[src/dctb_pkg.sv]
// shared types, constants and arithmetic helpers for the 8x8 dct block transform
// no dependencies; imported by every module of the block except dctb_ram
package dctb_pkg;

    // block geometry
    localparam int DIM      = 8;
    localparam int LG_DIM   = 3;
    localparam int NSAMP    = DIM * DIM;
    localparam int LG_NSAMP = 6;

    // number formats
    localparam int SAMPLE_W       = 19;
    localparam int PASS_W         = 24;
    localparam int COEF_W         = 15;
    localparam int COEF_FRAC_BITS = 14;
    localparam int PASS_FRAC_BITS = 2;
    localparam int PROD_W         = 39;
    localparam int ACC_W          = 42;
    localparam int EXT_W          = ACC_W + 1;
    localparam int TDATA_W        = 24;

    localparam int ROW_SHIFT = COEF_FRAC_BITS - PASS_FRAC_BITS;
    localparam int COL_SHIFT = COEF_FRAC_BITS + PASS_FRAC_BITS;

    localparam logic signed [EXT_W-1:0] ROW_HALF = EXT_W'(2 ** (ROW_SHIFT - 1));
    localparam logic signed [EXT_W-1:0] COL_HALF = EXT_W'(2 ** (COL_SHIFT - 1));
    localparam logic signed [EXT_W-1:0] PASS_MAX = EXT_W'(2 ** (PASS_W - 1) - 1);
    localparam logic signed [EXT_W-1:0] PASS_MIN = -EXT_W'(2 ** (PASS_W - 1));
    localparam logic signed [EXT_W-1:0] RES_MAX  = EXT_W'(2 ** (SAMPLE_W - 1) - 1);
    localparam logic signed [EXT_W-1:0] RES_MIN  = -EXT_W'(2 ** (SAMPLE_W - 1));

    typedef logic [LG_DIM-1:0] idx_t;

    // one queued block job: which sample bank, which direction
    typedef struct packed {
        logic bank;
        logic mode;
    } job_t;

    // dc row scale, 1/sqrt(8) in q1.14
    localparam logic signed [COEF_W-1:0] DC_COEF = 15'sd5793;

    // 0.5*cos(pi*a/16) in q1.14 for the first quadrant, a = 0..8
    localparam logic signed [COEF_W-1:0] COS_TAB [DIM+1] = '{
        15'sd8192, 15'sd8035, 15'sd7568, 15'sd6811, 15'sd5793,
        15'sd4551, 15'sd3135, 15'sd1598, 15'sd0
    };

    // orthonormal dct-ii matrix entry c[u][x]
    function automatic logic signed [COEF_W-1:0] coef(input idx_t u, input idx_t x);
        logic [7:0] prod;
        logic [4:0] m;
        logic signed [COEF_W-1:0] val;
        prod = {4'b0000, x, 1'b1} * {5'b00000, u};
        m    = prod[4:0];
        if (u == '0)
            val = DC_COEF;
        else if (m <= 5'd8)
            val = COS_TAB[m[3:0]];
        else if (m <= 5'd16)
            val = -COS_TAB[4'(5'd16 - m)];
        else if (m <= 5'd24)
            val = -COS_TAB[4'(m - 5'd16)];
        else
            val = COS_TAB[4'(6'd32 - {1'b0, m})];
        return val;
    endfunction

    // row pass: round half away from zero, saturate to the intermediate width
    function automatic logic signed [PASS_W-1:0] round_row(input logic signed [ACC_W-1:0] v);
        logic signed [EXT_W-1:0] w;
        logic signed [EXT_W-1:0] r;
        w = EXT_W'(v);
        if (!v[ACC_W-1])
            r = (w + ROW_HALF) >>> ROW_SHIFT;
        else
            r = -((-w + ROW_HALF) >>> ROW_SHIFT);
        if (r > PASS_MAX)
            r = PASS_MAX;
        else if (r < PASS_MIN)
            r = PASS_MIN;
        return r[PASS_W-1:0];
    endfunction

    // column pass: round half away from zero, saturate to the result width
    function automatic logic signed [SAMPLE_W-1:0] round_col(input logic signed [ACC_W-1:0] v);
        logic signed [EXT_W-1:0] w;
        logic signed [EXT_W-1:0] r;
        w = EXT_W'(v);
        if (!v[ACC_W-1])
            r = (w + COL_HALF) >>> COL_SHIFT;
        else
            r = -((-w + COL_HALF) >>> COL_SHIFT);
        if (r > RES_MAX)
            r = RES_MAX;
        else if (r < RES_MIN)
            r = RES_MIN;
        return r[SAMPLE_W-1:0];
    endfunction

endpackage

[src/dctb_queue.sv]
// two-entry job queue between front and back end
// depends on dctb_pkg
module dctb_queue (
    input  logic           clk,
    input  logic           rst_n,
    input  logic           push,
    input  dctb_pkg::job_t push_job,
    input  logic           pop,
    output logic           not_empty,
    output dctb_pkg::job_t head
);
    import dctb_pkg::*;

    job_t       mem_reg [2];
    logic       wp_reg, rp_reg;
    logic [1:0] cnt_reg, cnt_next;

    assign not_empty = (cnt_reg != 2'd0);
    assign head      = mem_reg[rp_reg];

    // occupancy
    always_comb
    begin
        cnt_next = cnt_reg;
        if (push && !pop)
            cnt_next = cnt_reg + 2'd1;
        else if (pop && !push)
            cnt_next = cnt_reg - 2'd1;
    end

    always_ff @(posedge clk or negedge rst_n)
    begin
        if (!rst_n)
        begin
            wp_reg  <= 1'b0;
            rp_reg  <= 1'b0;
            cnt_reg <= 2'd0;
        end
        else
        begin
            if (push)
                wp_reg <= !wp_reg;
            if (pop)
                rp_reg <= !rp_reg;
            cnt_reg <= cnt_next;
        end
    end

    // entry storage
    always_ff @(posedge clk)
    begin
        if (push)
            mem_reg[wp_reg] <= push_job;
    end

endmodule

[config.mk]
export PLATFORM = sky130hd
export DESIGN_NAME = dctb_queue
export DESIGN_NICKNAME = d
export VERILOG_FILES = /design/src/dctb_pkg.sv /design/src/dctb_queue.sv
export SDC_FILE = /design/constraint.sdc
export NUM_CORES = 1
export LEC_CHECK = 0
export BUFFER_PORTS_ARGS = -buffer_cell sky130_fd_sc_hd__buf_2
export CAP_MARGIN = 30
export CORE_AREA = 2 2 40 42
export DETAILED_ROUTE_END_ITERATION = 8
export DIE_AREA = 0 0 42 44
export SLEW_MARGIN = 20
export SYNTH_ARGS = -nofsm -noshare
export SYNTH_HDL_FRONTEND = slang
export SYNTH_SLANG_ARGS = --single-unit
[constraint.sdc]
create_clock -name clk -period 1.8 [get_ports clk]
set_clock_uncertainty 0.05 [all_clocks]
set_input_delay 0.54 -clock clk [delete_from_list [all_inputs] [get_ports clk]]
set_output_delay 0.54 -clock clk [all_outputs]
set_load 0.02 [all_outputs]
==> metrics.txt <==
status completed; Seq cells post-synth 8; Critical Path RT 1210 ps; TritonCTS buffer count 3; share of cells above drive strength 1 41.2%; final period utilization 95.8%; clock power share 22.9%; Yosys cell types 11; DIE AREA 1850 um^2; Flop pwr share 46.6%; clock root cell clkbuf_4; routed vias 200; Post-CTS Setup Repair Bufs 0; first-pass GRT wire length 876 um; Remaining DRCs 0; fillers 146; Mapped Area 325 um^2; Fmax 580 MHz; combinational power share 30.5%; Port Buffers 8; CTS tree built; Max-cap violations 0; core area 1420 um^2; worst min path class input pin to asynchronous set/reset pin; Avg Synthesized Cell Area 15.5 um^2; Final setup viols 0; Sink Count 8; switching power 204 uW; vias per inst 4.00; worst skew pair latency 260 ps; fin crit period around 1700 ps; I/O pin total 9; Synth Warn # 0; Layout area overhead 28.8%; antenna-violating nets left 0; Clock Pin Slew Worst Setup and Hold Paths 50 ps; Post-Syn Nets 28; # resized after CTS 0; most frequent cells in the layout 8 x buf_2, 4 x xor2_1, 4 x dfrtp_1, 4 x edfxtp_1, 3 x clkbuf_4; first-pass iteration count of the detailed router 2; hold buffer count at CTS 0; setup TNS 0 ps; Slew @ Worst Pin 187 ps; die width 42 um; final layout net count 42; share of the yosys chip area belonging to registers between 60 and 70%; crit end category output port; dpl ws 326 ps; GRT overflow 0; pwr/cell area 1550 nW/um^2; VDD IR-drop max 0.514 mV; number of global-route vias before repair ~220; # rows 14; Clock Tree Buf Depth 2; Lkg Pwr between 0.15 and 0.2 nW; chip height between 40 and 50 um; RSZ-0062 raised after global routing no; # diodes 0; Setup crit start kind register; CP arrival ~1100 ps; CP Class register to output port; Final Hold Viols 0; number of antenna violations at the first check in global routing 0; H-tree depth 1; Initial DRC Count 1; wire per inst 10.3 um; Post-Syn Instances 21; starting density of the core 22.9%; max reg flops 4; crit path max fanout 3; largest net degree at the start of global routing 6; commonest non-fill, non-tap cell in the layout buf_2; total track usage ~7.3%; count of pins over their slew limit 0; switching part of the total 31.4%; Pint roughly 450 uW; routability cong. 0.659; worst rel slew slack 87.5%; final worst slack 74.8 ps; Total Wirelength between 500 and 600 um
layer usage:
layer / routed length, um / GRT usage [%]
met2: 197 / 9.69
met4: 12 / 5.81
met3: 52 / 5.00
met5: 0 / 0
met1: 250 / 8.03
stage by stage:
step                instance area, um^2  hold WS [ps]  utilization (%)  std cells  total power, mW
global route                        419          30.0             29.5         50            0.692
CTS                                 412          29.8             29.0         49            0.644
floorplan                           325           194                -         21            0.435
detailed placement                  385           304             27.2         45            0.492
global placement                    385           305             27.2         45            0.486
finish                              419          30.0             29.5         50            0.652
synthesized netlist by cell type:
library cell	instances	area, um^2
xor2_1	4	35.0
edfxtp_1	4	120
ha_1	1	12.5
nor2_1	1	3.75
inv_1	1	3.75
and2_1	1	6.26
or2_1	1	6.26
nor2b_1	1	6.26
mux2_2	2	22.5
dfrtp_1	4	100
xnor2_1	1	8.76
final timing paths:
check	start	endpoint	slack [ps]	cells after the start
min	rst_n	cnt_reg[1]$_DFFE_PN0P_	30	1
min reg2reg	cnt_reg[1]$_DFFE_PN0P_	cnt_reg[1]$_DFFE_PN0P_	410	1
max in group asynchronous	rst_n	rp_reg$_DFFE_PN0P_	1550	1
max	rp_reg$_DFFE_PN0P_	head[1]	70	2
min in group clk	cnt_reg[1]$_DFFE_PN0P_	cnt_reg[1]$_DFFE_PN0P_	410	1
max reg2reg	cnt_reg[0]$_DFFE_PN0P_	cnt_reg[1]$_DFFE_PN0P_	830	3
power by group through the flow:
stage / clock [mW] / sequential (mW) / combinational (mW)
final: 0.149 / 0.303 / 0.199
after global routing: 0.161 / 0.312 / 0.218
after CTS: 0.153 / 0.306 / 0.185
after detailed placement: 0 / 0.310 / 0.182
after global placement: 0 / 0.307 / 0.179
after floorplan: 0 / 0.299 / 0.135
logic make-up after synthesis:
group	Yosys count	synth area share (%)
buffers and inverters	1	1.15
adders and majority gates	1	3.85
muxes	2	6.92
DFF	8	67.7
xor gates and xnor gates	5	13.5
and+or+nand+nor	4	6.93
cell type report:
type | instances | area (um^2) | share of cell area (%)
multi-input combinational | 12 | 101 | 24.2
inverter | 1 | 3.75 | 0.896
timing repair buffer | 9 | 47.5 | 11.3
clock buffer | 4 | 26.3 | 6.27
tap | 16 | 20.0 | 4.78
sequential | 8 | 220 | 52.5
worst max-delay path: stages (launching register included):
cell     delay [ps]
dfrtp_1         380
mux2_2          340
buf_2           160
(Power assumes the default switching activity.)
