$ cat src/dctb_ram.sv
// generic single-write, single-read ram with registered read data
// no dependencies
module dctb_ram #(
    parameter int WIDTH = 8,
    parameter int DEPTH = 16,
    localparam int AW = $clog2(DEPTH)
) (
    input  logic             clk,
    input  logic             we,
    input  logic [AW-1:0]    waddr,
    input  logic [WIDTH-1:0] wdata,
    input  logic [AW-1:0]    raddr,
    output logic [WIDTH-1:0] rdata
);

    logic [WIDTH-1:0] mem_reg [DEPTH];
    logic [WIDTH-1:0] rdata_reg;

    // write port and registered read port
    always_ff @(posedge clk)
    begin
        if (we)
            mem_reg[waddr] <= wdata;
        rdata_reg <= mem_reg[raddr];
    end

    assign rdata = rdata_reg;

endmodule

$ cat config.mk
export PLATFORM = sky130hd
export DESIGN_NAME = dctb_ram
export DESIGN_NICKNAME = d
export VERILOG_FILES = /design/src/dctb_ram.sv
export SDC_FILE = /design/constraint.sdc
export NUM_CORES = 1
export LEC_CHECK = 0
export ABC_AREA = 1
export BUFFER_PORTS_ARGS = -buffer_cell sky130_fd_sc_hd__buf_2
export CORE_MARGIN = 2
export CORE_UTILIZATION = 40
export CTS_CLUSTER_DIAMETER = 30
export CTS_CLUSTER_SIZE = 24
export DETAILED_ROUTE_END_ITERATION = 6
export PLACE_DENSITY = 0.59
export SLEW_MARGIN = 25
export SYNTH_ARGS = -nofsm -noshare
export SYNTH_HDL_FRONTEND = slang
export SYNTH_SLANG_ARGS = --single-unit
export TNS_END_PERCENT = 1
$ cat constraint.sdc
create_clock -name clk -period 2.6 [get_ports clk]
set_input_delay 0.52 -clock clk [delete_from_list [all_inputs] [get_ports clk]]
set_output_delay 0.52 -clock clk [all_outputs]
set_load 0.01 [all_outputs]
==> impl_metrics.yaml, run 1 <==
route:
  met2RoutedLength_mm: 6.207
  postRouteAntennaNets: 0
  route.met3.wl_um: 525
  routedWlPerCell_um: 16.36
  topRoutingLayerUsed: "met4"
  wl_met1_mm: 5.475
  finalWirelength_mm: 12.60
  drc: 0
  vias: 3732
  vias_per_cell: 4.847
  drt_iter0_drc: 307
  dr.pass1.iters: 5
worst_setup_path:
  arrival_ps: 1530
  crit_type: "input pin to flop"
  crit_fanout: 8
  end_kind: "flop"
  required_ps: 2650
  start_kind: "input pin"
cts:
  cts_tree: "built"
  cts.sinks: 136
  cts-htree-levels: 4
  post_cts_buffers: 0
  clkTransAtPathRegs_ps: 60
  cts_max_path_buffers: 2
  numCtsBuffers: 17
  root_buffer: "clkbuf_16"
  clk_latency_ps: 430
  cts_resized: 0
  cts_hold_buffers: 0
cells_and_area:
  largest_reg_flops: 128
  fin_util: 0.4708
  stdcell_count: 770
  drive_gt1_frac: 0.1102
  layout.nets: 595
  n_antenna_cell: 0
  syn2layout_area_growth_pct: 14.21
hold_path:
  hold_class: "input pin to flop"
sta:
  min_period_ps: 1484
  rsz0062_at_grt: "false"
  finalHoldViolCount: 0
  relSlewSlack: 0.4802
  final-max-slew-violation-count: 0
  setup-violations-final: 0
  worst_pin_slew_ps: 776.8
  fin_worst_skew_ps: 6.287
  fin_setup_tns_ps: 0
  fin_crit_sh: 0.5706
  max_freq_mhz: 674.1
  setup_ws_ps: 1116
power_and_ir_drop:
  power_leakage_uw: 0.002821
  p_per_area_mw_per_mm2: 782.1
  vdd_ir_drop_max_mv: 0.6623
global_routing:
  grt_pass1_vias: 3609
  antenna_found_initial: 0
  grt_usage: 0.1795
  overflow: 0
  grt_pass1_wl_mm: 19.42
  grt_max_degree: 39
die:
  die_h_um: 124.1
  fp-row-count: 43
  dieArea_mm2: 0.01539
  core_mm2: 0.01399
  ioPinCount: 26
  die_w_um: 124.1
  start_util: 0.4123
synth:
  syn_inst: 551
  syn-cell-area_mm2: 0.005767
  seq_area_frac_synth: 0.6943
  synth_xor_area_frac: 0
  postSynthAreaPerCell_um2: 10.47
  synth_compound_area_frac: 0
  yosys.area_share.adder: 0
  synthDistinctLibCells: 12
  syn-num-nets: 569
  synth_mux_area_frac: 0
  synth_warnings: 0
  synthSimpleGateAreaFrac: 0.2105
  ys_ff_latch: 136
  synth_top_family_by_area: "simple AND/OR/NAND/NOR gates"
placement:
  hpwl_mm: 7.925
  gp_congestion: 0.8535
  dp.cells: 738
  numPortBuffers: 25
  pre_cts_slack_ps: 643.7
job:
  cap_violations: 0
outcome:
  outcome: "completed"
[cell type report]
type                       count  area, um^2
multi-input combinational    289        1214
timing repair buffer          31       170.2
inverter                     102       382.9
tap                          180       225.2
clock buffer                  17       425.4
clock inverter                15       165.2
fill                        1266        7402
sequential                   136        4004
[where the power goes]
| part | internal, uW | switching, uW | total, uW |
|---|---|---|---|
| Combinational | 81.0 | 215 | 296 |
| Sequential | 2450 | 11.6 | 2460 |
| Clock | 1430 | 966 | 2390 |
[per-stage QoR]
step / total power [uW] / area, um^2 / hold WS [ps]
after CTS: 5173 / 6586 / 447.0
after global placement: 2804 / 5996 / 677.3
after detailed placement: 2808 / 5996 / 677.2
after global routing: 5304 / 6586 / 467.0
after floorplan: 2688 / 5767 / 607.4
final: 5151 / 6586 / 454.1
[worst max-delay path, cell delays in order]
cell and delay [ps]:
buf_2 120, nand3b_1 250, nor2_1 650
[Yosys cell counts (all sizes together)]
master  instances  area, um^2
inv           102       382.9
dfxtp           8       160.2
nand3b          2       15.01
nor2           17       63.81
nand2         173       649.4
nand3          97       485.5
edfxtp        128        3844
buf            24       166.4
[routing by layer]
layer	vias to the layer above	GRT usage
li1	1829	-
met1	1771	0.2231
met2	100	0.2961
met3	32	0.03755
met4	0	0.09199
met5	-	0
[cells in the final DEF (no fill, tap or decap), types with 6 or more instances in the layout]
| master | n |
|---|---|
| inv_1 | 100 |
| nand2_1 | 173 |
| nor2_1 | 17 |
| buf_2 | 25 |
| inv_6 | 6 |
| dfxtp_1 | 8 |
| edfxtp_1 | 128 |
| buf_4 | 6 |
| clkbuf_16 | 17 |
| nand3_1 | 97 |
[logic make-up (layout without fill, tap and decap cells)]
group / Yosys count / after routing
buffers and inverters: 126 / 165
AND/OR/NAND/NOR: 289 / 289
flip-flops: 136 / 136
[worst paths after layout]
path | start | endpoint | slack, ps | depth (start not counted)
min reg2reg | mem_reg[11][6] | rdata[6] | 680 | 6
min | raddr[3] | rdata[6] | 450 | 3
max | waddr[2] | mem_reg[11][7] | 1120 | 3
max reg2reg | mem_reg[3][7] | rdata[7] | 1530 | 6
No activity file was read; power rests on OpenSTA's default activity.
==> inputs of run 2 (changes only) <==
Settings changed: ABC_AREA 1 to 0, PLACE_DENSITY 0.59 to 0.61.
Clock period 2.6 ns to 1.3 ns, I/O delays scaled along.
==> impl_metrics.yaml, run 2 <==
route:
  postRouteAntennaNets: 0
  drt_iter0_drc: 215
  vias: 2400
  drc: 0
  dr.pass1.iters: 4
  finalWirelength_mm: 10.05
  routedWlPerCell_um: 20.94
  vias_per_cell: 5.000
sta:
  final-max-slew-violation-count: 0
  relSlewSlack: 0.4065
  setup-violations-final: 1
  fin_crit_sh: 1.005
  setup_ws_ps: -6.276
  rsz0062_at_grt: "true"
  finalHoldViolCount: 0
  min_period_ps: 1306
  worst_pin_slew_ps: 886.9
  fin_worst_skew_ps: 5.411
  max_freq_mhz: 765.5
  fin_setup_tns_ps: -6.276
placement:
  gp_congestion: 0.7314
  numPortBuffers: 25
  hpwl_mm: 6.433
  dp.cells: 449
synth:
  syn_inst: 229
  ys.flop_type: "edfxtp_1"
  postSynthAreaPerCell_um2: 22.48
  synthDistinctLibCells: 19
  syn-num-nets: 247
  synth_top_area_frac: 0.7467
  post-synth-top-count-cell: "edfxtp_1"
  syn-cell-area_mm2: 0.005147
  synthTopCellsByArea: "edfxtp_1, mux4_2, mux4_1, dfxtp_1, a22oi_1"
  ys_ff_latch: 136
  ys_top_cells_by_count: "edfxtp_1, mux4_2, a22oi_1"
  synth_edf_count: 128
  async_flop_share: 0
  seq_area_frac_synth: 0.7778
  synth_area_leader_cell: "edfxtp_1"
  synth_warnings: 0
power_and_ir_drop:
  power_frac_clock: 0.434
  power.switching_uw: 1959
  vdd_ir_drop_max_mv: 1.048
  p_seq_frac: 0.510
  switching_share: 0.2026
  p_per_area_mw_per_mm2: 1529
  pwr-share-comb: 0.055
  p_int_uw: 7713
  power_leakage_uw: 0.002136
cts:
  cts.sinks: 136
  clk_latency_ps: 400
  cts-htree-levels: 4
  cts_max_path_buffers: 2
  cts_tree: "built"
  clkTransAtPathRegs_ps: 60
  post_cts_buffers: 0
  root_buffer: "clkbuf_16"
  numCtsBuffers: 17
die:
  die_w_um: 117.4
  die_h_um: 117.4
  ioPinCount: 26
  start_util: 0.4096
  dieArea_mm2: 0.01379
  core_mm2: 0.01257
  fp-row-count: 41
cells_and_area:
  stdcell_count: 480
  largest_reg_flops: 128
  drive_gt1_frac: 0.4026
  syn2layout_area_growth_pct: 22.90
  n_antenna_cell: 0
  layout_commonest_cell: "edfxtp_1"
  final_cell_mix: "edfxtp_1, mux4_2, buf_2"
  layout.nets: 314
global_routing:
  grtUsageMet3: 0.03988
  grt_pass1_vias: 2604
  grt-busiest-layer: "met2"
  grt_max_degree: 17
  use_met2: 0.2643
  overflow: 0
  grt_pass1_wl_mm: 15.52
  grt_usage: 0.1581
  antenna_found_initial: 0
  use_met1: 0.1967
worst_setup_path:
  required_ps: 1590
  crit_type: "flop to flop"
  start_kind: "flop"
  crit_fanout: 1
  reg2reg_slack_ps: -6
  arrival_ps: 1590
  end_kind: "flop"
hold_path:
  hold_class: "input pin to flop"
job:
  cap_violations: 0
outcome:
  failed_checks: "negative setup slack"
  outcome: "finished with violations"
## run 2: changes by cell type in the layout (fill, tap and decap cells not counted), sizes merged, moves of 6 or more
cell / delta
a22oi: +16
buf: +27
clkbuf: +6
inv: -108
mux4: +32
nand2: -164
nand3: -96
## run 2: final cells by class
type,count,area (um^2)
Multi-Input combinational cell,83,1095
Clock inverter,8,48.80
Fill cell,1008,6242
Tap cell,172,215.2
Clock buffer,23,478.0
Timing Repair Buffer,58,485.5
Sequential cell,136,4004
## run 2: worst paths after layout
check / endpoint / depth (start not counted) / from
worst min-delay path: mem_reg[3][4] / 1 / wdata[4]
worst max-delay path: rdata[6] / 3 / mem_reg[3][6]
worst min register to register: rdata[4] / 3 / mem_reg[7][4]
worst max register to register: rdata[6] / 3 / mem_reg[3][6]
## run 2: power by group through the flow
| stage | clock [uW] | sequential [uW] | combinational [uW] |
|---|---|---|---|
| final | 4200 | 4930 | 536 |
| after global routing | 4470 | 4940 | 580 |
| after CTS | 4270 | 4940 | 541 |
| after detailed placement | 0 | 5020 | 524 |
| after global placement | 0 | 5020 | 514 |
| after floorplan | 0 | 5030 | 252 |
## run 2: kinds of logic (layout without fill, tap and decap cells)
logic type | Yosys count | after routing | synth area share
flops | 136 | 136 | 0.7778
buf+inv | 10 | 89 | 0.01677
simple gates | 35 | 35 | 0.03184
compound gates | 16 | 16 | 0.02334
mux | 32 | 32 | 0.1502
## run 2: worst max-delay path, cell delays in order, from the launching register on
cell,delay [ps]
edfxtp_1,380
mux4_2,510
a22oi_2,210
nand2_1,90
## run 2: stage by stage
step	cell area (um^2)	hold WS, ps	setup slack, ps	total power [uW]	util
floorplan	5171	358.9	-151.6	5280	-
global placement	5786	650.1	-413.7	5533	0.4603
detailed placement	5786	653.1	-423.8	5547	0.4603
CTS	6331	238.0	-19.77	9750	0.5037
global route	6326	249.1	-47.30	9996	0.5033
finish	6326	248.4	-6.276	9672	0.5033
## run 2: repair_timing
| item | CTS | global route |
|---|---|---|
| setup endpoints to repair | 7 | 8 |
| resized for setup | 9 | 6 |
| pin swaps | 3 | 5 |
| cloned | 0 | 0 |
| hold buffers | 0 | 0 |
## run 2: routing by layer
layer  share of wire  routed length, um
met4          0.0096                 96
met2            0.52               5196
met5               0                  0
met1            0.44               4437
met3           0.032                322
==> inputs of run 3 (changes only) <==
Settings changed: PLACE_DENSITY 0.61 to 0.59.
Clock period 1.3 ns to 1.65 ns, I/O delays scaled along.
==> impl_metrics.yaml, run 3 (same netlist as run 2, synthesis figures left out) <==
sta:
  rsz0062_at_grt: "false"
  fin_worst_skew_ps: 5.331
  final-max-slew-violation-count: 0
  fin_crit_sh: 0.8623
  whs_ps: 312.4
  finalHoldViolCount: 0
  max_freq_mhz: 702.8
  relSlewSlack: 0.4993
  worst_pin_slew_ps: 748.3
  setup-violations-final: 0
  setup_ws_ps: 227.2
  min_period_ps: 1423
cts:
  cts_resized: 0
  cts.sinks: 136
  post_cts_buffers: 0
  cts_hold_buffers: 0
  clkTransAtPathRegs_ps: 60
  cts_max_path_buffers: 2
  cts-htree-levels: 4
  root_buffer: "clkbuf_16"
  clk_latency_ps: 400
  cts_tree: "built"
  numCtsBuffers: 17
route:
  routedWlPerCell_um: 21.19
  dr.pass1.iters: 4
  drt_iter0_drc: 169
  drc: 0
  finalWirelength_mm: 9.981
  vias: 2424
  vias_per_cell: 5.146
  postRouteAntennaNets: 0
placement:
  pre_cts_slack_ps: -161.7
  dp.cells: 440
  hpwl_mm: 6.460
  gp_congestion: 0.7177
  numPortBuffers: 25
cells_and_area:
  final_cell_mix: "edfxtp_1, buf_2, buf_4"
  layout.nets: 305
  n_antenna_cell: 0
  seq_area_mm2: 0.004004
  stdcell_count: 471
  fillers: 1026
  largest_reg_flops: 128
  layout_commonest_cell: "edfxtp_1"
  multiInputGateArea_mm2: 0.001062
  syn2layout_area_growth_pct: 19.11
  drive_gt1_frac: 0.3177
die:
  start_util: 0.4096
  die_w_um: 117.4
  dieArea_mm2: 0.01379
  fp-row-count: 41
  ioPinCount: 26
  die_h_um: 117.4
  core_mm2: 0.01257
power_and_ir_drop:
  power_leakage_uw: 0.002085
  vdd_ir_drop_max_mv: 0.6660
  p_per_area_mw_per_mm2: 1237
worst_setup_path:
  crit_type: "flop to flop"
  startpoint: "mem_reg[1][5]"
  start_kind: "flop"
  required_ps: 1930
  crit_fanout: 1
  reg2reg_to: "rdata[5]"
  arrival_ps: 1710
  cp-endpoint: "rdata[5]"
  r2r-start: "mem_reg[1][5]"
  reg2reg_slack_ps: 230
  end_kind: "flop"
  ff2ff_path_depth: 3
global_routing:
  grt_pass1_wl_mm: 15.37
  grt_usage: 0.1571
  grt_pass1_vias: 2505
  grt_max_degree: 33
  overflow: 0
  antenna_found_initial: 0
hold_path:
  hold_class: "input pin to flop"
  min-delay-start: "wdata[5]"
job:
  cap_violations: 0
outcome:
  outcome: "completed"
-- run 3: changes by cell type in the layout (fill, tap and decap cells not counted), sizes merged --
cell      previous run  this run
buf                 58        49
bufinv               0         1
clkbuf              23        19
clkinv               7         9
clkinvlp             1         2
-- run 3: where the power goes --
| group | total (uW) | switching [uW] | internal (uW) | leakage [uW] |
|---|---|---|---|---|
| logic | 371 | 209 | 161 | 0.000607 |
| clock network | 3330 | 1300 | 2020 | 0.000254 |
| registers | 3890 | 21.1 | 3860 | 0.00122 |
-- run 3: area by class of cell --
type	count	area share
clock buffers	19	0.07061
repair buffers	49	0.05388
multi-input cells	83	0.1733
well taps	172	0.03510
flip-flops and latches	136	0.6531
clock inverters	12	0.01408
-- run 3: per-layer routing --
| metal | vias up | GRT usage | share of wire |
|---|---|---|---|
| met4 | 0 | 0.06476 | 0.011 |
| met1 | 1260 | 0.2093 | 0.43 |
| li1 | 1089 | - | - |
| met2 | 67 | 0.2449 | 0.50 |
| met3 | 8 | 0.04475 | 0.054 |
| met5 | - | 0 | 0 |
-- run 3: worst min-delay path by stage --
| stage | endpoint | slack [ps] | cells past startpoint |
|---|---|---|---|
| after global routing | mem_reg[14][7] | 310 | 1 |
| after floorplan | mem_reg[0][0] | 430 | 0 |
| after global placement | rdata[2] | 650 | 3 |
| final | mem_reg[6][5] | 310 | 1 |
| after detailed placement | rdata[2] | 660 | 3 |
| after CTS | mem_reg[12][3] | 290 | 1 |
-- run 3: through the flow --
stage	instance area, um^2	setup TNS, ps	total power (uW)	util
finish	6131	0	7581	0.4878
global route	6131	0	7844	0.4878
CTS	6131	0	7655	0.4878
detailed placement	5612	-742.4	4337	0.4465
global placement	5612	-686.2	4325	0.4465
floorplan	5152	0	4158	-
-- run 3: critical path, stage by stage, from the launching register on --
cell and delay (ps):
edfxtp_1 380, mux4_1 520, a22oi_1 310, nand2_1 90
