### config.mk
export PLATFORM = sky130hd
export DESIGN_NAME = dctb_front
export DESIGN_NICKNAME = d
export VERILOG_FILES = /design/src/dctb_pkg.sv /design/src/dctb_front.sv
export SDC_FILE = /design/constraint.sdc
export NUM_CORES = 1
export LEC_CHECK = 0
export ABC_CLOCK_PERIOD_IN_PS = 1500
export BUFFER_PORTS_ARGS = -buffer_cell sky130_fd_sc_hd__buf_4
export CAP_MARGIN = 20
export CORE_UTILIZATION = 35
export CTS_CLUSTER_SIZE = 28
export DETAILED_ROUTE_END_ITERATION = 12
export PLACE_DENSITY = 0.85
export SLEW_MARGIN = 20
export SYNTH_ARGS = -nofsm -noshare
export SYNTH_HDL_FRONTEND = slang
export SYNTH_SLANG_ARGS = --single-unit
export TNS_END_PERCENT = 20
### constraint.sdc
create_clock -name clk -period 1.5 [get_ports clk]
set_input_delay 0.3 -clock clk [delete_from_list [all_inputs] [get_ports clk]]
set_output_delay 0.3 -clock clk [all_outputs]
set_load 0.01 [all_outputs]
### src/dctb_pkg.sv
// shared types, constants and arithmetic helpers for the 8x8 dct block transform
// no dependencies; imported by every module of the block except dctb_ram
package dctb_pkg;

    // block geometry
    localparam int DIM      = 8;
    localparam int LG_DIM   = 3;
    localparam int NSAMP    = DIM * DIM;
    localparam int LG_NSAMP = 6;

    // number formats
    localparam int SAMPLE_W       = 19;
    localparam int PASS_W         = 24;
    localparam int COEF_W         = 15;
    localparam int COEF_FRAC_BITS = 14;
    localparam int PASS_FRAC_BITS = 2;
    localparam int PROD_W         = 39;
    localparam int ACC_W          = 42;
    localparam int EXT_W          = ACC_W + 1;
    localparam int TDATA_W        = 24;

    localparam int ROW_SHIFT = COEF_FRAC_BITS - PASS_FRAC_BITS;
    localparam int COL_SHIFT = COEF_FRAC_BITS + PASS_FRAC_BITS;

    localparam logic signed [EXT_W-1:0] ROW_HALF = EXT_W'(2 ** (ROW_SHIFT - 1));
    localparam logic signed [EXT_W-1:0] COL_HALF = EXT_W'(2 ** (COL_SHIFT - 1));
    localparam logic signed [EXT_W-1:0] PASS_MAX = EXT_W'(2 ** (PASS_W - 1) - 1);
    localparam logic signed [EXT_W-1:0] PASS_MIN = -EXT_W'(2 ** (PASS_W - 1));
    localparam logic signed [EXT_W-1:0] RES_MAX  = EXT_W'(2 ** (SAMPLE_W - 1) - 1);
    localparam logic signed [EXT_W-1:0] RES_MIN  = -EXT_W'(2 ** (SAMPLE_W - 1));

    typedef logic [LG_DIM-1:0] idx_t;

    // one queued block job: which sample bank, which direction
    typedef struct packed {
        logic bank;
        logic mode;
    } job_t;

    // dc row scale, 1/sqrt(8) in q1.14
    localparam logic signed [COEF_W-1:0] DC_COEF = 15'sd5793;

    // 0.5*cos(pi*a/16) in q1.14 for the first quadrant, a = 0..8
    localparam logic signed [COEF_W-1:0] COS_TAB [DIM+1] = '{
        15'sd8192, 15'sd8035, 15'sd7568, 15'sd6811, 15'sd5793,
        15'sd4551, 15'sd3135, 15'sd1598, 15'sd0
    };

    // orthonormal dct-ii matrix entry c[u][x]
    function automatic logic signed [COEF_W-1:0] coef(input idx_t u, input idx_t x);
        logic [7:0] prod;
        logic [4:0] m;
        logic signed [COEF_W-1:0] val;
        prod = {4'b0000, x, 1'b1} * {5'b00000, u};
        m    = prod[4:0];
        if (u == '0)
            val = DC_COEF;
        else if (m <= 5'd8)
            val = COS_TAB[m[3:0]];
        else if (m <= 5'd16)
            val = -COS_TAB[4'(5'd16 - m)];
        else if (m <= 5'd24)
            val = -COS_TAB[4'(m - 5'd16)];
        else
            val = COS_TAB[4'(6'd32 - {1'b0, m})];
        return val;
    endfunction

    // row pass: round half away from zero, saturate to the intermediate width
    function automatic logic signed [PASS_W-1:0] round_row(input logic signed [ACC_W-1:0] v);
        logic signed [EXT_W-1:0] w;
        logic signed [EXT_W-1:0] r;
        w = EXT_W'(v);
        if (!v[ACC_W-1])
            r = (w + ROW_HALF) >>> ROW_SHIFT;
        else
            r = -((-w + ROW_HALF) >>> ROW_SHIFT);
        if (r > PASS_MAX)
            r = PASS_MAX;
        else if (r < PASS_MIN)
            r = PASS_MIN;
        return r[PASS_W-1:0];
    endfunction

    // column pass: round half away from zero, saturate to the result width
    function automatic logic signed [SAMPLE_W-1:0] round_col(input logic signed [ACC_W-1:0] v);
        logic signed [EXT_W-1:0] w;
        logic signed [EXT_W-1:0] r;
        w = EXT_W'(v);
        if (!v[ACC_W-1])
            r = (w + COL_HALF) >>> COL_SHIFT;
        else
            r = -((-w + COL_HALF) >>> COL_SHIFT);
        if (r > RES_MAX)
            r = RES_MAX;
        else if (r < RES_MIN)
            r = RES_MIN;
        return r[SAMPLE_W-1:0];
    endfunction

endpackage

### src/dctb_front.sv
// front end: takes samples, fills one of two sample banks, queues a job per full block
// depends on dctb_pkg
module dctb_front (
    input  logic                                 clk,
    input  logic                                 rst_n,
    input  logic                                 s_tvalid,
    output logic                                 s_tready,
    input  logic signed [dctb_pkg::SAMPLE_W-1:0] sample_value,
    input  logic                                 inverse_mode,
    input  logic                                 rel_valid,
    input  logic                                 rel_bank,
    output logic                                 blk_we,
    output logic [dctb_pkg::LG_NSAMP:0]          blk_waddr,
    output logic [dctb_pkg::SAMPLE_W-1:0]        blk_wdata,
    output logic                                 push,
    output dctb_pkg::job_t                       push_job
);
    import dctb_pkg::*;

    logic                bank_reg, bank_next;
    logic [LG_NSAMP-1:0] cnt_reg, cnt_next;
    logic [1:0]          busy_reg, busy_next;
    logic                accept;

    // a bank is refilled only once the back end has read it out
    assign s_tready = !busy_reg[bank_reg];
    assign accept   = s_tvalid && s_tready;

    assign blk_we    = accept;
    assign blk_waddr = {bank_reg, cnt_reg};
    assign blk_wdata = sample_value;

    assign push          = accept && (cnt_reg == LG_NSAMP'(NSAMP - 1));
    assign push_job.bank = bank_reg;
    assign push_job.mode = inverse_mode;

    // fill counter, bank select and busy flags
    always_comb
    begin
        cnt_next  = cnt_reg;
        bank_next = bank_reg;
        busy_next = busy_reg;
        if (accept)
            cnt_next = cnt_reg + 1'b1;
        if (rel_valid)
            busy_next[rel_bank] = 1'b0;
        if (push)
        begin
            busy_next[bank_reg] = 1'b1;
            bank_next           = !bank_reg;
        end
    end

    always_ff @(posedge clk or negedge rst_n)
    begin
        if (!rst_n)
        begin
            cnt_reg  <= '0;
            bank_reg <= 1'b0;
            busy_reg <= '0;
        end
        else
        begin
            cnt_reg  <= cnt_next;
            bank_reg <= bank_next;
            busy_reg <= busy_next;
        end
    end

endmodule

==> flow_summary.toml, run 1 <==
[status]
status = "complete, but fails checks"
violations = "setup timing"

[yosys]
synth.most_common_cell = "buf_4"
yosys_most_used_dff = "dfrtp_1"
synth_area_leader_cell = "dfrtp_1"
syn_inst = 58
yosys_warnings = 0
ys_seq_elements = 9
synth_commonest_cells = "buf_4, dfrtp_1, nand3_1"
synth_area_sq_um = 597
syn_nets = 84
avgSynthCellArea_sq_um = 10.3
synth_top_area_share_pct = 37.7
seq_area_frac_synth_pct = 37.7
synth_edf_count = 0
yosysUniqueCellTypes = 16
synth.area.top_cells = "dfrtp_1, buf_4, mux2_4, xnor2_1, xor2_1"
ys_async_sr_fraction_pct = 100

[placement]
place_ws_ns = 0.144
io_buffer_count = 15
hpwlAfterDp_um = 732
gp_congestion = 0.694
dp.cells = 69
place_area_sq_um = 579

[floorplan]
die_x_um = 43.3
dieArea_sq_um = 1870
ios = 56
initial_core_util_pct = 38.7
fp.dieH_um = 43.3
core.rowCount = 14
core_sq_um = 1540

[worst_setup_path]
worstSetupStartpointType = "register"
critPathRequiredTime_ns = 1.20
r2r_cells = 5
endpoint_kind = "primary output"
crit_fanout = 3
crit_arrival_ns = 1.27
path_class = "register to primary output"

[timing]
max_freq_ghz = 0.637
slew_viol_final = 0
fin_crit_sh_pct = 105
setup_tns_ns = -0.140
period_needed_ns = 1.57
maxSlewHeadroom_pct = 83.2
rsz0062_at_grt = "true"
skew_ns = 0.00176
worstMarginPinSlew_ns = 0.251
hold_viol_final = 0
setup_violations = 2
setup_slack_ns = -0.0704

[drt]
routed_wl_mm = 1.11
num_vias = 374
drtIter0Drc = 5
drc_errors = 0
ant_nets = 0
wl_per_cell_um = 14.0
drt-pass1-iter-count = 4
avgViaCountPerCell = 4.73

[global_routing]
grt_overflow = 0
grt_pass1_vias = 371
grt_pass1_wl_mm = 1.64
antenna_found_initial = 0
grt_max_degree = 10
grtUsageTotal_pct = 12.8

[cells_and_area]
drive_above_1_share_pct = 54.0
syn_to_final_growth_pct = 15.9
final_nets = 90
finalNonFillerCells = 79
n_antenna_cell = 0
stdcell_area_sq_um = 692
largest_reg_flops = 6

[pwr]
peakVddDrop_v = 0.00101
p_leak_uw = 0.000335
power_uw = 1230
power.density_nw_per_um2 = 1780

[clocking]
ctsLongestPathBuffers = 2
root_buffer = "clkbuf_4"
htreeDepth = 1
clock_latency_ns = 0.27
clock-sinks = 9
cts_made_buffers = 3
cts_tree = "built"
path_clk_slew_ns = 0.06

[min_path]
hold_path_class = "input pin to register"
holdPathStages = 3

[job]
drv_cap = 0
-- final timing paths --
| kind | startpoint | end | slack, ns |
|---|---|---|---|
| setup / recovery | bank_reg | blk_we | -0.07 |
| hold reg to reg | busy_reg[0] | busy_reg[0] | 0.51 |
| min in group asynchronous | rst_n | cnt_reg[5] | 0.39 |
| setup reg to reg | bank_reg | cnt_reg[1] | 0.10 |
| hold / removal | rel_bank | busy_reg[1] | 0.34 |
| max in group asynchronous | rst_n | cnt_reg[1] | 0.98 |
-- placed cells by master, fill, tap and decap left out, types with 2 or more instances in the layout --
cell type	instances
buf_4	19
buf_6	3
clkbuf_4	3
dfrtp_1	9
inv_1	2
mux2_4	2
nand3_1	4
nor3_1	3
xnor2_1	3
xor2_1	3
-- stage by stage --
step | hold slack (ns) | util, %
floorplan | 0.00441 | -
global placement | 0.126 | 37.6
detailed placement | 0.127 | 37.6
CTS | 0.333 | 43.5
global route | 0.340 | 44.9
finish | 0.336 | 44.9
-- routing by layer --
| layer | wire length (um) | up-vias | global-route usage [%] | part of all wire (%) |
|---|---|---|---|---|
| met5 | 0 | - | 0 | 0 |
| met4 | 27 | 0 | 9.09 | 2.4 |
| met3 | 120 | 4 | 8.09 | 11 |
| met2 | 551 | 22 | 18.5 | 50 |
| met1 | 405 | 171 | 13.3 | 37 |
| li1 | - | 177 | - | - |
-- area by class of cell --
| class | instances | area (sq um) |
|---|---|---|
| clock buffer | 4 | 26.3 |
| timing repair buffer | 23 | 186 |
| tap | 16 | 20.0 |
| inverter | 4 | 17.5 |
| fill | 157 | 850 |
| sequential | 9 | 225 |
| multi-input combinational | 23 | 216 |
-- where the power goes --
group	switching (uW)	internal, uW	total, uW
registers	122	338	461
clock network	90.3	103	193
logic	243	336	580
total	456	777	1230
-- timing repair --
| action | 4_1_cts | 5_1_grt |
|---|---|---|
| setup endpoints to repair | 3 | 3 |
| setup buffers | 5 | 0 |
| gates resized for setup | 6 | 3 |
| pin swaps | 2 | 1 |
| hold buffers | 1 | 0 |
| hold endpoints to repair | 9 | 0 |
-- kinds of logic after synthesis --
group,synth area share (%)
XOR/XNOR,8.81
adder cells (fa/ha/maj),2.10
buffers and inverters,30.2
multiplexers,5.03
AND/OR/NAND/NOR,13.0
AO/OA/AOI/OAI,3.14
flip-flops,37.7
-- worst max-delay path, stage by stage (launching register included) --
cell     delay, ns
dfrtp_1       0.39
mux2_4        0.34
inv_4         0.09
nand2_4       0.05
inv_2         0.04
buf_6         0.09
No activity file was read; power rests on OpenSTA's default activity.
==> run 2: changes to the inputs <==
--- a/config.mk
+++ b/config.mk
@@ -13,5 +13,4 @@
 export DETAILED_ROUTE_END_ITERATION = 12
 export PLACE_DENSITY = 0.85
-export SLEW_MARGIN = 20
 export SYNTH_ARGS = -nofsm -noshare
 export SYNTH_HDL_FRONTEND = slang
==> constraint.sdc (replaced) <==
create_clock -name clk -period 1.5 [get_ports clk]
set_input_delay 0.3 -clock clk [delete_from_list [all_inputs] [get_ports clk]]
set_output_delay 0.3 -clock clk [all_outputs]
set_load 0.02 [all_outputs]
==> flow_summary.toml, run 2 (synthesized netlist as in run 1, its figures left out) <==
[status]
status = "complete, but fails checks"
violations = "setup timing"

[floorplan]
initial_core_util_pct = 38.7
core.rowCount = 14
fp.dieH_um = 43.3
core_sq_um = 1540
ios = 56
die_x_um = 43.3
dieArea_sq_um = 1870

[global_routing]
grt_pass1_wl_mm = 1.64
grtUsageTotal_pct = 12.8
antenna_found_initial = 0
grt_pass1_vias = 371
grt_max_degree = 10
grt_overflow = 0

[drt]
route.met2.wl_um = 549
wl_per_cell_um = 13.9
avgViaCountPerCell = 4.73
dr.max_layer_used = "met4"
wl_met3_um = 120
drt-pass1-iter-count = 4
num_vias = 374
met1_length_um = 402
ant_nets = 0
routed_wl_mm = 1.10
drtIter0Drc = 4
drc_errors = 0

[timing]
setup_violations = 3
rsz0062_at_grt = "true"
max_freq_ghz = 0.628
slew_viol_final = 0
hold_viol_final = 0
skew_ns = 0.00300
setup_slack_ns = -0.0934
maxSlewHeadroom_pct = 83.4
fin_crit_sh_pct = 106
worstMarginPinSlew_ns = 0.249
period_needed_ns = 1.59

[cells_and_area]
final_nets = 90
multi_input_area_sq_um = 216
n_antenna_cell = 0
fillers = 157
largest_reg_flops = 6
final_cell_mix = "buf_4, dfrtp_1, nand3_1"
syn_to_final_growth_pct = 15.9
final_util_pct = 44.9
stdcell_area_sq_um = 692
finalNonFillerCells = 79
final_common_cell = "buf_4"
regArea_sq_um = 225
drive_above_1_share_pct = 54.0

[worst_setup_path]
worstPathCellList = "mux2_4 > inv_4 > nand2_4 > inv_2 > buf_6"
cp_slowest_cell = "dfrtp_1"
endpoint_kind = "primary output"
path_class = "register to primary output"
critPathRequiredTime_ns = 1.20
rr_startpoint = "bank_reg"
worstSetupStartpointType = "register"
cp_top_family = "flip-flops"
crit_arrival_ns = 1.29
r2r_slack_ns = 0.09
cp-startpoint = "bank_reg"
crit_fanout = 4
crit_path_max_incr_delay_ns = 0.39
worst-path-buf-inv = 3

[clocking]
clock-sinks = 9
htreeDepth = 1
clock_latency_ns = 0.27
ctsLongestPathBuffers = 2
cts_made_buffers = 3
path_clk_slew_ns = 0.06
cts_tree = "built"
root_buffer = "clkbuf_4"

[pwr]
power_uw = 1320
p_int_uw = 782
power.density_nw_per_um2 = 1900
peakVddDrop_v = 0.00115
p_comb_share_pct = 50.3
p_leak_uw = 0.000335
p_sw_share_pct = 40.7
pwr-share-seq_pct = 34.9
p_sw_uw = 536
p_clk_share_pct = 14.7

[placement]
hpwlAfterDp_um = 732
dp.cells = 69
place_area_sq_um = 579
place_ws_ns = 0.123
gp_congestion = 0.694
io_buffer_count = 15

[job]
drv_cap = 0

[min_path]
hold_path_class = "input pin to register"
hp-start = "rel_bank"
-- run 2: power groups by stage --
| stage | Sequential [uW] | Clock (uW) | Combinational [uW] |
|---|---|---|---|
| after global routing | 470 | 220 | 711 |
| after global placement | 443 | 0 | 531 |
| final | 460 | 194 | 663 |
| after detailed placement | 450 | 0 | 543 |
| after CTS | 435 | 200 | 640 |
| after floorplan | 536 | 0 | 316 |
-- run 2: stage by stage --
stage               hold WS [ns]  setup TNS [ns]
floorplan                0.00441               0
global placement           0.126               0
detailed placement         0.127               0
CTS                        0.333          -0.199
global route               0.340          -0.341
finish                     0.334          -0.200
-- run 2: layout make-up --
type | count | share of cell area (%)
Timing Repair Buffer | 23 | 26.9
Tap cell | 16 | 2.89
Multi-Input combinational cell | 23 | 31.3
Sequential cell | 9 | 32.5
Inverter | 4 | 2.53
Clock buffer | 4 | 3.80
-- run 2: timing repair --
action                                 in CTS  in global routing
endpoints found under the hold margin       9                  0
hold buffers                                1                  0
setup buffers                               5                  0
pin swaps                                   2                  1
resized for setup                           7                  2
setup endpoints to repair                   3                  3
-- run 2: layer usage --
layer / up-vias / track usage, %
li1: 177 / -
met4: 0 / 9.09
met3: 4 / 8.09
met5: - / 0
met2: 22 / 18.5
met1: 171 / 13.3
-- run 2: final timing paths --
check / end / cells after the start
max reg2reg: cnt_reg[1] / 5
min in group asynchronous: cnt_reg[5] / 2
max: blk_we / 5
min reg2reg: busy_reg[0] / 1
max in group asynchronous: cnt_reg[1] / 2
min: busy_reg[1] / 3
-- run 2: tightest hold or removal path, delay by kind of cell --
kind	cells	cell delay, ns
simple gates	1	0.05
buf+inv	1	0.11
compound gates	1	0.11
